[src/design/ctpo_pkg.sv]
package ctpo_pkg;

	localparam logic [1:0] OP_TICK = 2'd0;
	localparam logic [1:0] OP_SET  = 2'd1;
	localparam logic [1:0] OP_POLL = 2'd2;

	localparam logic [3:0] DIV_10MS  = 4'd10;
	localparam logic [3:0] DIV_100MS = 4'd10;
	localparam logic [2:0] DIV_500MS = 3'd5;
	localparam logic [1:0] DIV_1S    = 2'd2;
	localparam logic [1:0] FIRST_1S  = 2'd1;

	typedef struct packed {
		logic ok;
		logic pulse_10ms;
		logic pulse_100ms;
		logic pulse_500ms;
		logic pulse_1s;
	} ctpo_result_t;

	typedef struct packed {
		logic       pulse;
		logic [3:0] value;
	} stage_step_t;

	// Count down by one; reload and pulse on reaching zero.
	function automatic stage_step_t stage_step(input logic [3:0] value,
			input logic [3:0] reload);
		stage_step_t r;
		logic [3:0]  v;
		v = (value == 4'd0) ? 4'd0 : value - 4'd1;
		if (v == 4'd0) begin
			r.pulse = 1'b1;
			r.value = reload;
		end else begin
			r.pulse = 1'b0;
			r.value = v;
		end
		return r;
	endfunction

endpackage

[src/design/ctpo_if.sv]
interface ctpo_req_if;
	logic        valid;
	logic        ready;
	logic [1:0]  op;
	logic [7:0]  timer_id;
	logic [15:0] length;

	modport source (output valid, op, timer_id, length, input ready);
	modport sink   (input valid, op, timer_id, length, output ready);
endinterface

interface ctpo_rsp_if;
	logic valid;
	logic ready;
	logic ok;
	logic pulse_10ms;
	logic pulse_100ms;
	logic pulse_500ms;
	logic pulse_1s;

	modport source (output valid, ok, pulse_10ms, pulse_100ms, pulse_500ms, pulse_1s,
		input ready);
	modport sink   (input valid, ok, pulse_10ms, pulse_100ms, pulse_500ms, pulse_1s,
		output ready);
endinterface

[src/design/cascaded_tick_prescaler_oneshots_core.sv]
// Channel  Dir  Payload                                            Role
// req      in   op, timer_id, length                               tick / set / poll
// rsp      out  ok, pulse_10ms, pulse_100ms, pulse_500ms, pulse_1s one result each
//
// One transaction per clock while req.ready is high: a request updates the
// prescaler and timers in the cycle it is accepted, and its result reaches the
// output register next cycle, or the skid register while an earlier result waits in front.
// A two-entry output (result register plus skid register) lets a request be
// taken while a finished result waits; req.ready drops only when both are full.
// Reset puts the prescaler at 10/10/5/1 and clears and disarms all timers.
module cascaded_tick_prescaler_oneshots_core
	import ctpo_pkg::*;
#(
	parameter int TIMER_BITS = 16,
	parameter int NUM_TIMERS = 2
) (
	input  logic       clk,
	input  logic       arst_n,
	ctpo_req_if.sink   req,
	ctpo_rsp_if.source rsp
);

	localparam int IDX_BITS = (NUM_TIMERS > 1) ? $clog2(NUM_TIMERS) : 1;

	logic [3:0] ms_stage_q;
	logic [3:0] tens_stage_q;
	logic [2:0] fives_stage_q;
	logic [1:0] halves_stage_q;
	logic [TIMER_BITS-1:0] timer_value_q [NUM_TIMERS];
	logic [NUM_TIMERS-1:0] timer_armed_q;

	ctpo_result_t out_q, skid_q, res;
	logic         out_v_q, skid_v_q;

	logic                  accept, pop, id_valid, expired;
	logic [IDX_BITS-1:0]   idx;
	logic [TIMER_BITS-1:0] len_t;
	stage_step_t           st_ms, st_tens, st_fives, st_halves;

	assign req.ready = !skid_v_q;
	assign accept    = req.valid && req.ready;
	assign pop       = out_v_q && rsp.ready;

	assign id_valid = 32'(req.timer_id) < NUM_TIMERS;
	assign idx      = req.timer_id[IDX_BITS-1:0];
	assign len_t    = TIMER_BITS'(32'(req.length));
	assign expired  = id_valid && timer_armed_q[idx] && (timer_value_q[idx] == '0);

	assign st_ms     = stage_step(ms_stage_q, DIV_10MS);
	assign st_tens   = stage_step(tens_stage_q, DIV_100MS);
	assign st_fives  = stage_step({1'b0, fives_stage_q}, {1'b0, DIV_500MS});
	assign st_halves = stage_step({2'b00, halves_stage_q}, {2'b00, DIV_1S});

	always_comb begin
		res = '0;
		unique case (req.op)
			OP_TICK: begin
				res.pulse_10ms  = st_ms.pulse;
				res.pulse_100ms = st_ms.pulse && st_tens.pulse;
				res.pulse_500ms = res.pulse_100ms && st_fives.pulse;
				res.pulse_1s    = res.pulse_500ms && st_halves.pulse;
			end
			OP_SET:  res.ok = id_valid;
			OP_POLL: res.ok = expired;
			default: res = '0;
		endcase
	end

	always_ff @(posedge clk or negedge arst_n) begin
		if (!arst_n) begin
			ms_stage_q     <= DIV_10MS;
			tens_stage_q   <= DIV_100MS;
			fives_stage_q  <= DIV_500MS;
			halves_stage_q <= FIRST_1S;
			timer_armed_q  <= '0;
			for (int i = 0; i < NUM_TIMERS; i++) begin
				timer_value_q[i] <= '0;
			end
		end else if (accept) begin
			if (req.op == OP_TICK) begin
				ms_stage_q <= st_ms.value;
				if (st_ms.pulse) begin
					tens_stage_q <= st_tens.value;
					for (int i = 0; i < NUM_TIMERS; i++) begin
						if (timer_value_q[i] != '0) begin
							timer_value_q[i] <= timer_value_q[i] - TIMER_BITS'(1);
						end
					end
					if (st_tens.pulse) begin
						fives_stage_q <= st_fives.value[2:0];
						if (st_fives.pulse) begin
							halves_stage_q <= st_halves.value[1:0];
						end
					end
				end
			end else if (req.op == OP_SET && id_valid) begin
				timer_value_q[idx] <= len_t;
				timer_armed_q[idx] <= (len_t != '0);
			end else if (req.op == OP_POLL && expired) begin
				timer_armed_q[idx] <= 1'b0;
			end
		end
	end

	// Result register with a skid entry behind it.
	always_ff @(posedge clk or negedge arst_n) begin
		if (!arst_n) begin
			out_v_q  <= 1'b0;
			skid_v_q <= 1'b0;
		end else if (skid_v_q) begin
			if (pop) begin
				skid_v_q <= 1'b0;
			end
		end else if (accept) begin
			if (out_v_q && !pop) begin
				skid_v_q <= 1'b1;
			end else begin
				out_v_q <= 1'b1;
			end
		end else if (pop) begin
			out_v_q <= 1'b0;
		end
	end

	always_ff @(posedge clk) begin
		if (skid_v_q) begin
			if (pop) begin
				out_q <= skid_q;
			end
		end else if (accept) begin
			if (out_v_q && !pop) begin
				skid_q <= res;
			end else begin
				out_q <= res;
			end
		end
	end

	assign rsp.valid       = out_v_q;
	assign rsp.ok          = out_q.ok;
	assign rsp.pulse_10ms  = out_q.pulse_10ms;
	assign rsp.pulse_100ms = out_q.pulse_100ms;
	assign rsp.pulse_500ms = out_q.pulse_500ms;
	assign rsp.pulse_1s    = out_q.pulse_1s;

	a_skid_behind_out: assert property (@(posedge clk) disable iff (!arst_n)
		skid_v_q |-> out_v_q)
		else $error("skid entry held without a result in front");

	a_ms_range: assert property (@(posedge clk) disable iff (!arst_n)
		(ms_stage_q != 4'd0) && (ms_stage_q <= DIV_10MS))
		else $error("10 ms stage out of range");

	a_pulse_chain: assert property (@(posedge clk) disable iff (!arst_n)
		(out_v_q && out_q.pulse_1s) |-> (out_q.pulse_500ms && out_q.pulse_100ms
			&& out_q.pulse_10ms))
		else $error("1 s pulse without the faster pulses");

	a_ok_no_pulse: assert property (@(posedge clk) disable iff (!arst_n)
		(out_v_q && out_q.ok) |-> !out_q.pulse_10ms)
		else $error("ok and 10 ms pulse in one result");

	a_set_arms: assert property (@(posedge clk) disable iff (!arst_n)
		(accept && req.op == OP_SET && id_valid && len_t != '0)
			|=> timer_armed_q[$past(idx)])
		else $error("set with nonzero length left the timer disarmed");

endmodule
[src/flat_wrapper.sv]
// flat-port wrapper written by rule: the top's interface ports become plain ports
module cascaded_tick_prescaler_oneshots_core_flat import ctpo_pkg::*;
#(
	parameter int TIMER_BITS = 16,
	parameter int NUM_TIMERS = 2
)
  (clk, arst_n, req_valid, req_op, req_timer_id, req_length, req_ready, rsp_valid, rsp_ok, rsp_pulse_10ms, rsp_pulse_100ms, rsp_pulse_500ms, rsp_pulse_1s, rsp_ready);
  ctpo_req_if req_i ();
  ctpo_rsp_if rsp_i ();
  input  logic clk;
  input  logic arst_n;
  input wire logic [$bits(req_i.valid)-1:0] req_valid;
  input wire logic [$bits(req_i.op)-1:0] req_op;
  input wire logic [$bits(req_i.timer_id)-1:0] req_timer_id;
  input wire logic [$bits(req_i.length)-1:0] req_length;
  output wire logic [$bits(req_i.ready)-1:0] req_ready;
  output wire logic [$bits(rsp_i.valid)-1:0] rsp_valid;
  output wire logic [$bits(rsp_i.ok)-1:0] rsp_ok;
  output wire logic [$bits(rsp_i.pulse_10ms)-1:0] rsp_pulse_10ms;
  output wire logic [$bits(rsp_i.pulse_100ms)-1:0] rsp_pulse_100ms;
  output wire logic [$bits(rsp_i.pulse_500ms)-1:0] rsp_pulse_500ms;
  output wire logic [$bits(rsp_i.pulse_1s)-1:0] rsp_pulse_1s;
  input wire logic [$bits(rsp_i.ready)-1:0] rsp_ready;
  assign req_i.valid = req_valid;
  assign req_i.op = req_op;
  assign req_i.timer_id = req_timer_id;
  assign req_i.length = req_length;
  assign req_ready = req_i.ready;
  assign rsp_valid = rsp_i.valid;
  assign rsp_ok = rsp_i.ok;
  assign rsp_pulse_10ms = rsp_i.pulse_10ms;
  assign rsp_pulse_100ms = rsp_i.pulse_100ms;
  assign rsp_pulse_500ms = rsp_i.pulse_500ms;
  assign rsp_pulse_1s = rsp_i.pulse_1s;
  assign rsp_i.ready = rsp_ready;
  cascaded_tick_prescaler_oneshots_core #(.TIMER_BITS(TIMER_BITS), .NUM_TIMERS(NUM_TIMERS)) u_core (.clk(clk), .arst_n(arst_n), .req(req_i), .rsp(rsp_i));
endmodule
[config.mk]
export PLATFORM = sky130hd
export DESIGN_NAME = cascaded_tick_prescaler_oneshots_core_flat
export DESIGN_NICKNAME = d
export VERILOG_FILES = /design/src/design/ctpo_pkg.sv /design/src/design/ctpo_if.sv /design/src/design/cascaded_tick_prescaler_oneshots_core.sv /design/src/flat_wrapper.sv
export SDC_FILE = /design/constraint.sdc
export NUM_CORES = 1
export LEC_CHECK = 0
export BUFFER_PORTS_ARGS = -buffer_cell sky130_fd_sc_hd__clkbuf_2
export CORE_MARGIN = 1.5
export CORE_UTILIZATION = 55
export CTS_CLUSTER_SIZE = 10
export DETAILED_ROUTE_END_ITERATION = 8
export PLACE_DENSITY = 0.75
export SYNTH_ARGS = -nofsm -noshare
export SYNTH_HDL_FRONTEND = slang
export SYNTH_SLANG_ARGS = --single-unit
[constraint.sdc]
create_clock -name clk -period 2.8 [get_ports clk]
set_input_delay 0.42 -clock clk [delete_from_list [all_inputs] [get_ports clk]]
set_output_delay 0.42 -clock clk [all_outputs]
set_load 0.03 [all_outputs]
==> impl_summary.log <==
[metrics] standard cell core area: 0.00599 sq mm
[metrics] number of endpoints failing setup at the final stage: 0
[metrics] Worst Slack Setup Final: 0.281 ns
[metrics] number of buffers added by the clock tree synthesis step: 9
[metrics] master cell of the clock root buffer: clkbuf_8
[metrics] Syn Nets: 428
[metrics] Setup Slack @ Placement: 0.313 ns
[metrics] Die Wd: 82.4 um
[metrics] worst-path cell chain: or4_1 > nor4_2 > a211o_2 > o21ai_0 > a221o_1
[metrics] max-slew violation total from the final report: 0
[metrics] Avg Cell Area, Syn: 8.86 sq um
[metrics] number of inserted diodes: 0
[metrics] number of warnings issued by yosys: 0
[metrics] starting density of the core: 0.578
[metrics] I/O Buffers: 36
[metrics] number of placement rows: 28
[metrics] Fin. Hold Viols: 0
[metrics] post-CTS setup-driven buffer insertion count: 0
[metrics] total vias in the final route: 3168
[metrics] CTS tree: yes
[metrics] drt initial violations: 315
[metrics] LEAKAGE: 0.00163 uW
[metrics] most used standard cells in the synthesized netlist: 45 x o21ai_0, 42 x dfrtp_1, 38 x nand2_1
[metrics] Die Area: 0.00678 sq mm
[metrics] fraction of final layout cells sized beyond drive strength 1: 0.186
[metrics] via/cell ratio: 6.21
[metrics] max-cap violations: 0
[metrics] crit path max fanout: 24
[metrics] Global Route Usage Sum: 0.267
[metrics] count of flip-flops with a built-in enable after synthesis: 10
[metrics] Final Total Pwr: 3200 uW
[metrics] Resized Gates After CTS: 0
[metrics] aggregate negative setup slack: 0 ns
[metrics] WP data required: 3.03 ns
[metrics] Clk Latency, worst-skew pair: 0.34 ns
[metrics] number of cells on the worst hold path: 2
[metrics] max-slew headroom at the worst pin: 0.473
[metrics] critical path launch point type: flip-flop
[metrics] Final Util: 0.657
[metrics] type of element capturing the critical path: flip-flop
[metrics] number of storage elements in the synthesis netlist: 59
[metrics] maximum cell stage delay along the critical path: 0.62 ns
[metrics] outcome: completed
[metrics] top flip-flop cell by instance count after synthesis: dfrtp_1
[metrics] depth of the worst register-to-register path: 5
[metrics] CTS Buffer Depth: 2
[metrics] multi-input logic area: 0.00178 sq mm
[metrics] Nets: 467
[metrics] Crit-path slowest cell: or4_1
[metrics] fmax: 0.397 GHz
[metrics] hold slack final: 0.264 ns
[metrics] top-area cell type share of the netlist area: 0.303
[metrics] dominant cells by area after synthesis: dfrtp_1 30%, edfxtp_1 8.7%, o21ai_0 6.5%, dfstp_2 5.3%, nand2_1 4.1%
[metrics] final cycle utilization of the critical path: 0.900
[metrics] largest area contributor in the netlist: dfrtp_1
[metrics] wire length of the first global-routing pass: 13600 um
[metrics] largest net degree at the start of global routing: 28
[metrics] share of the yosys chip area belonging to registers: 0.443
[metrics] H-Tree Level Count: 3
[metrics] number of filler instances in the final layout: 480
[metrics] final critical-path required period: 2.52 ns
[metrics] Worst Max-Slew Pin Slew: 0.785 ns
[metrics] min-delay worst type: in -> reg
[metrics] height of the die: 82.4 um
[metrics] clock input transition at the sequential cells of the worst setup and hold paths: 0.07 ns
[metrics] setup repair after global routing missed its margin: false
[metrics] number of global-route vias before repair: 2831
[metrics] Register Area: 0.00154 sq mm
[metrics] Cells after Synth: 391
[metrics] Post-Synthesis Cell Area: 0.00346 sq mm
[metrics] number of antenna violations at the first check in global routing: 0
[metrics] number of remaining DRC errors: 0
[metrics] hold_buf cts: 1
[metrics] most repeated cell in the gate-level netlist after synthesis: o21ai_0
[metrics] final weighted congestion in routability-driven placement: 0.867
[metrics] number of clock sinks: 59
[metrics] critical path class: reg -> reg
[metrics] setup skew after layout: 0.00809 ns
[metrics] total power divided by cell area: 814 mW/mm^2
[metrics] peak supply drop: 496 uV
[metrics] DP Wirelength: 5970 um
[metrics] I/O pin cnt: 37
[metrics] area added between synthesis and finish: 13.6%
[metrics] worst endpoint data arrival time: 2.74 ns
[metrics] number of distinct library cells after synthesis: 57
[metrics] detail-routed net length per standard cell: 16.2 um
[metrics] remaining global-route overflow: 0
[metrics] residual antenna-violating net count after detailed routing: 0
[metrics] proportion of register bits with asynchronous set or reset after synthesis: 0.831
[metrics] number of detailed-routing iterations run before antenna repair: 5
[metrics] post-detailed-routing wire length: 8250 um
==> layout make-up <==
type / instances / area share
multi-input combinational: 294 / 0.451
sequential: 59 / 0.390
timing repair buffer: 48 / 0.0693
clock buffer: 13 / 0.0378
tap: 75 / 0.0239
inverter: 18 / 0.0172
clock inverter: 3 / 0.0102
==> state kept, by name (all words and copies together) (netlist names) <==
signal / cells
u_core.rsp.valid: 1
u_core.skid_q: 5
u_core.rsp.ok: 1
u_core.rsp.pulse_100ms: 1
u_core.rsp.pulse_1s: 1
u_core.fives_stage_q: 3
u_core.rsp.pulse_10ms: 1
u_core.tens_stage_q: 4
u_core.timer_armed_q: 2
u_core.timer_value_q: 32
u_core.skid_v_q: 1
u_core.rsp.pulse_500ms: 1
u_core.halves_stage_q: 2
u_core.ms_stage_q: 4
==> per-stage QoR <==
step                      cell area, sq um  std cells
after floorplan                       3460        391
after global placement                3730        493
after detailed placement              3730        493
after CTS                             3930        510
after global routing                  3930        510
final                                 3930        510
==> power by group <==
part / leakage, uW / total, uW / internal (uW) / switching (uW)
registers: 0.000643 / 1450 / 1180 / 279
clock network: 0.0000974 / 770 / 434 / 336
logic: 0.000887 / 978 / 393 / 585
==> critical path, delay by kind of cell (launching register included) <==
kind	cells	cell delay [ns]
compound gates	3	0.90
simple gates	2	1.06
flops	1	0.44
==> cell usage in the layout, fill, tap and decap left out, types with 3 or more instances in the layout <==
| cell type | count |
|---|---|
| or3_1 | 5 |
| a21oi_1 | 24 |
| or4_1 | 4 |
| o21ai_0 | 45 |
| nor3_1 | 24 |
| a22oi_1 | 13 |
| mux2_2 | 3 |
| o21a_1 | 4 |
| clkbuf_2 | 36 |
| nor2b_1 | 4 |
| o31ai_1 | 5 |
| a41oi_1 | 3 |
| inv_1 | 18 |
| a31oi_1 | 4 |
| ha_1 | 7 |
| dfrtp_1 | 42 |
| edfxtp_1 | 10 |
| nor2_1 | 29 |
| and3_1 | 4 |
| nand2_1 | 38 |
| nand3_1 | 11 |
| clkbuf_8 | 10 |
| clkbuf_1 | 3 |
| a211o_1 | 4 |
| nor4_1 | 9 |
| or2_2 | 3 |
| a21o_1 | 3 |
| dfstp_2 | 7 |
| o211ai_1 | 6 |
| nand3b_1 | 3 |
| nor3b_1 | 3 |
| buf_4 | 11 |
| nor4b_1 | 3 |
| a32oi_1 | 3 |
==> final timing paths <==
path,startpoint,endpoint,slack (ns)
worst max-delay path,u_core.timer_value_q[26],u_core.timer_value_q[19],0.28
worst min-delay path,rsp_ready,u_core.skid_v_q,0.26
worst max register to register,u_core.timer_value_q[26],u_core.timer_value_q[19],0.28
worst min register to register,u_core.halves_stage_q[0],u_core.halves_stage_q[0],0.49
max in group asynchronous,arst_n,u_core.tens_stage_q[3],1.57
min in group asynchronous,arst_n,u_core.timer_value_q[28],0.52
==> per-layer routing <==
layer  part of all wire  track usage  up-vias  wire [um]
met1               0.48        0.386     1489       3940
met5                  0            0        -          0
met3              0.059       0.0429       11        485
met4              0.015        0.105        0        123
met2               0.45        0.399      122       3690
li1                   -            -     1546          -
==> cell families after synthesis <==
logic type,after synthesis,synth area share
and+or+nand+nor,150,0.224
AOI/OAI and AO/OA,132,0.247
DFF,59,0.443
buffers and inverters,38,0.0441
adders and majority gates,7,0.0253
muxes,5,0.0155
Note: power is estimated with default switching activity, not from simulation.
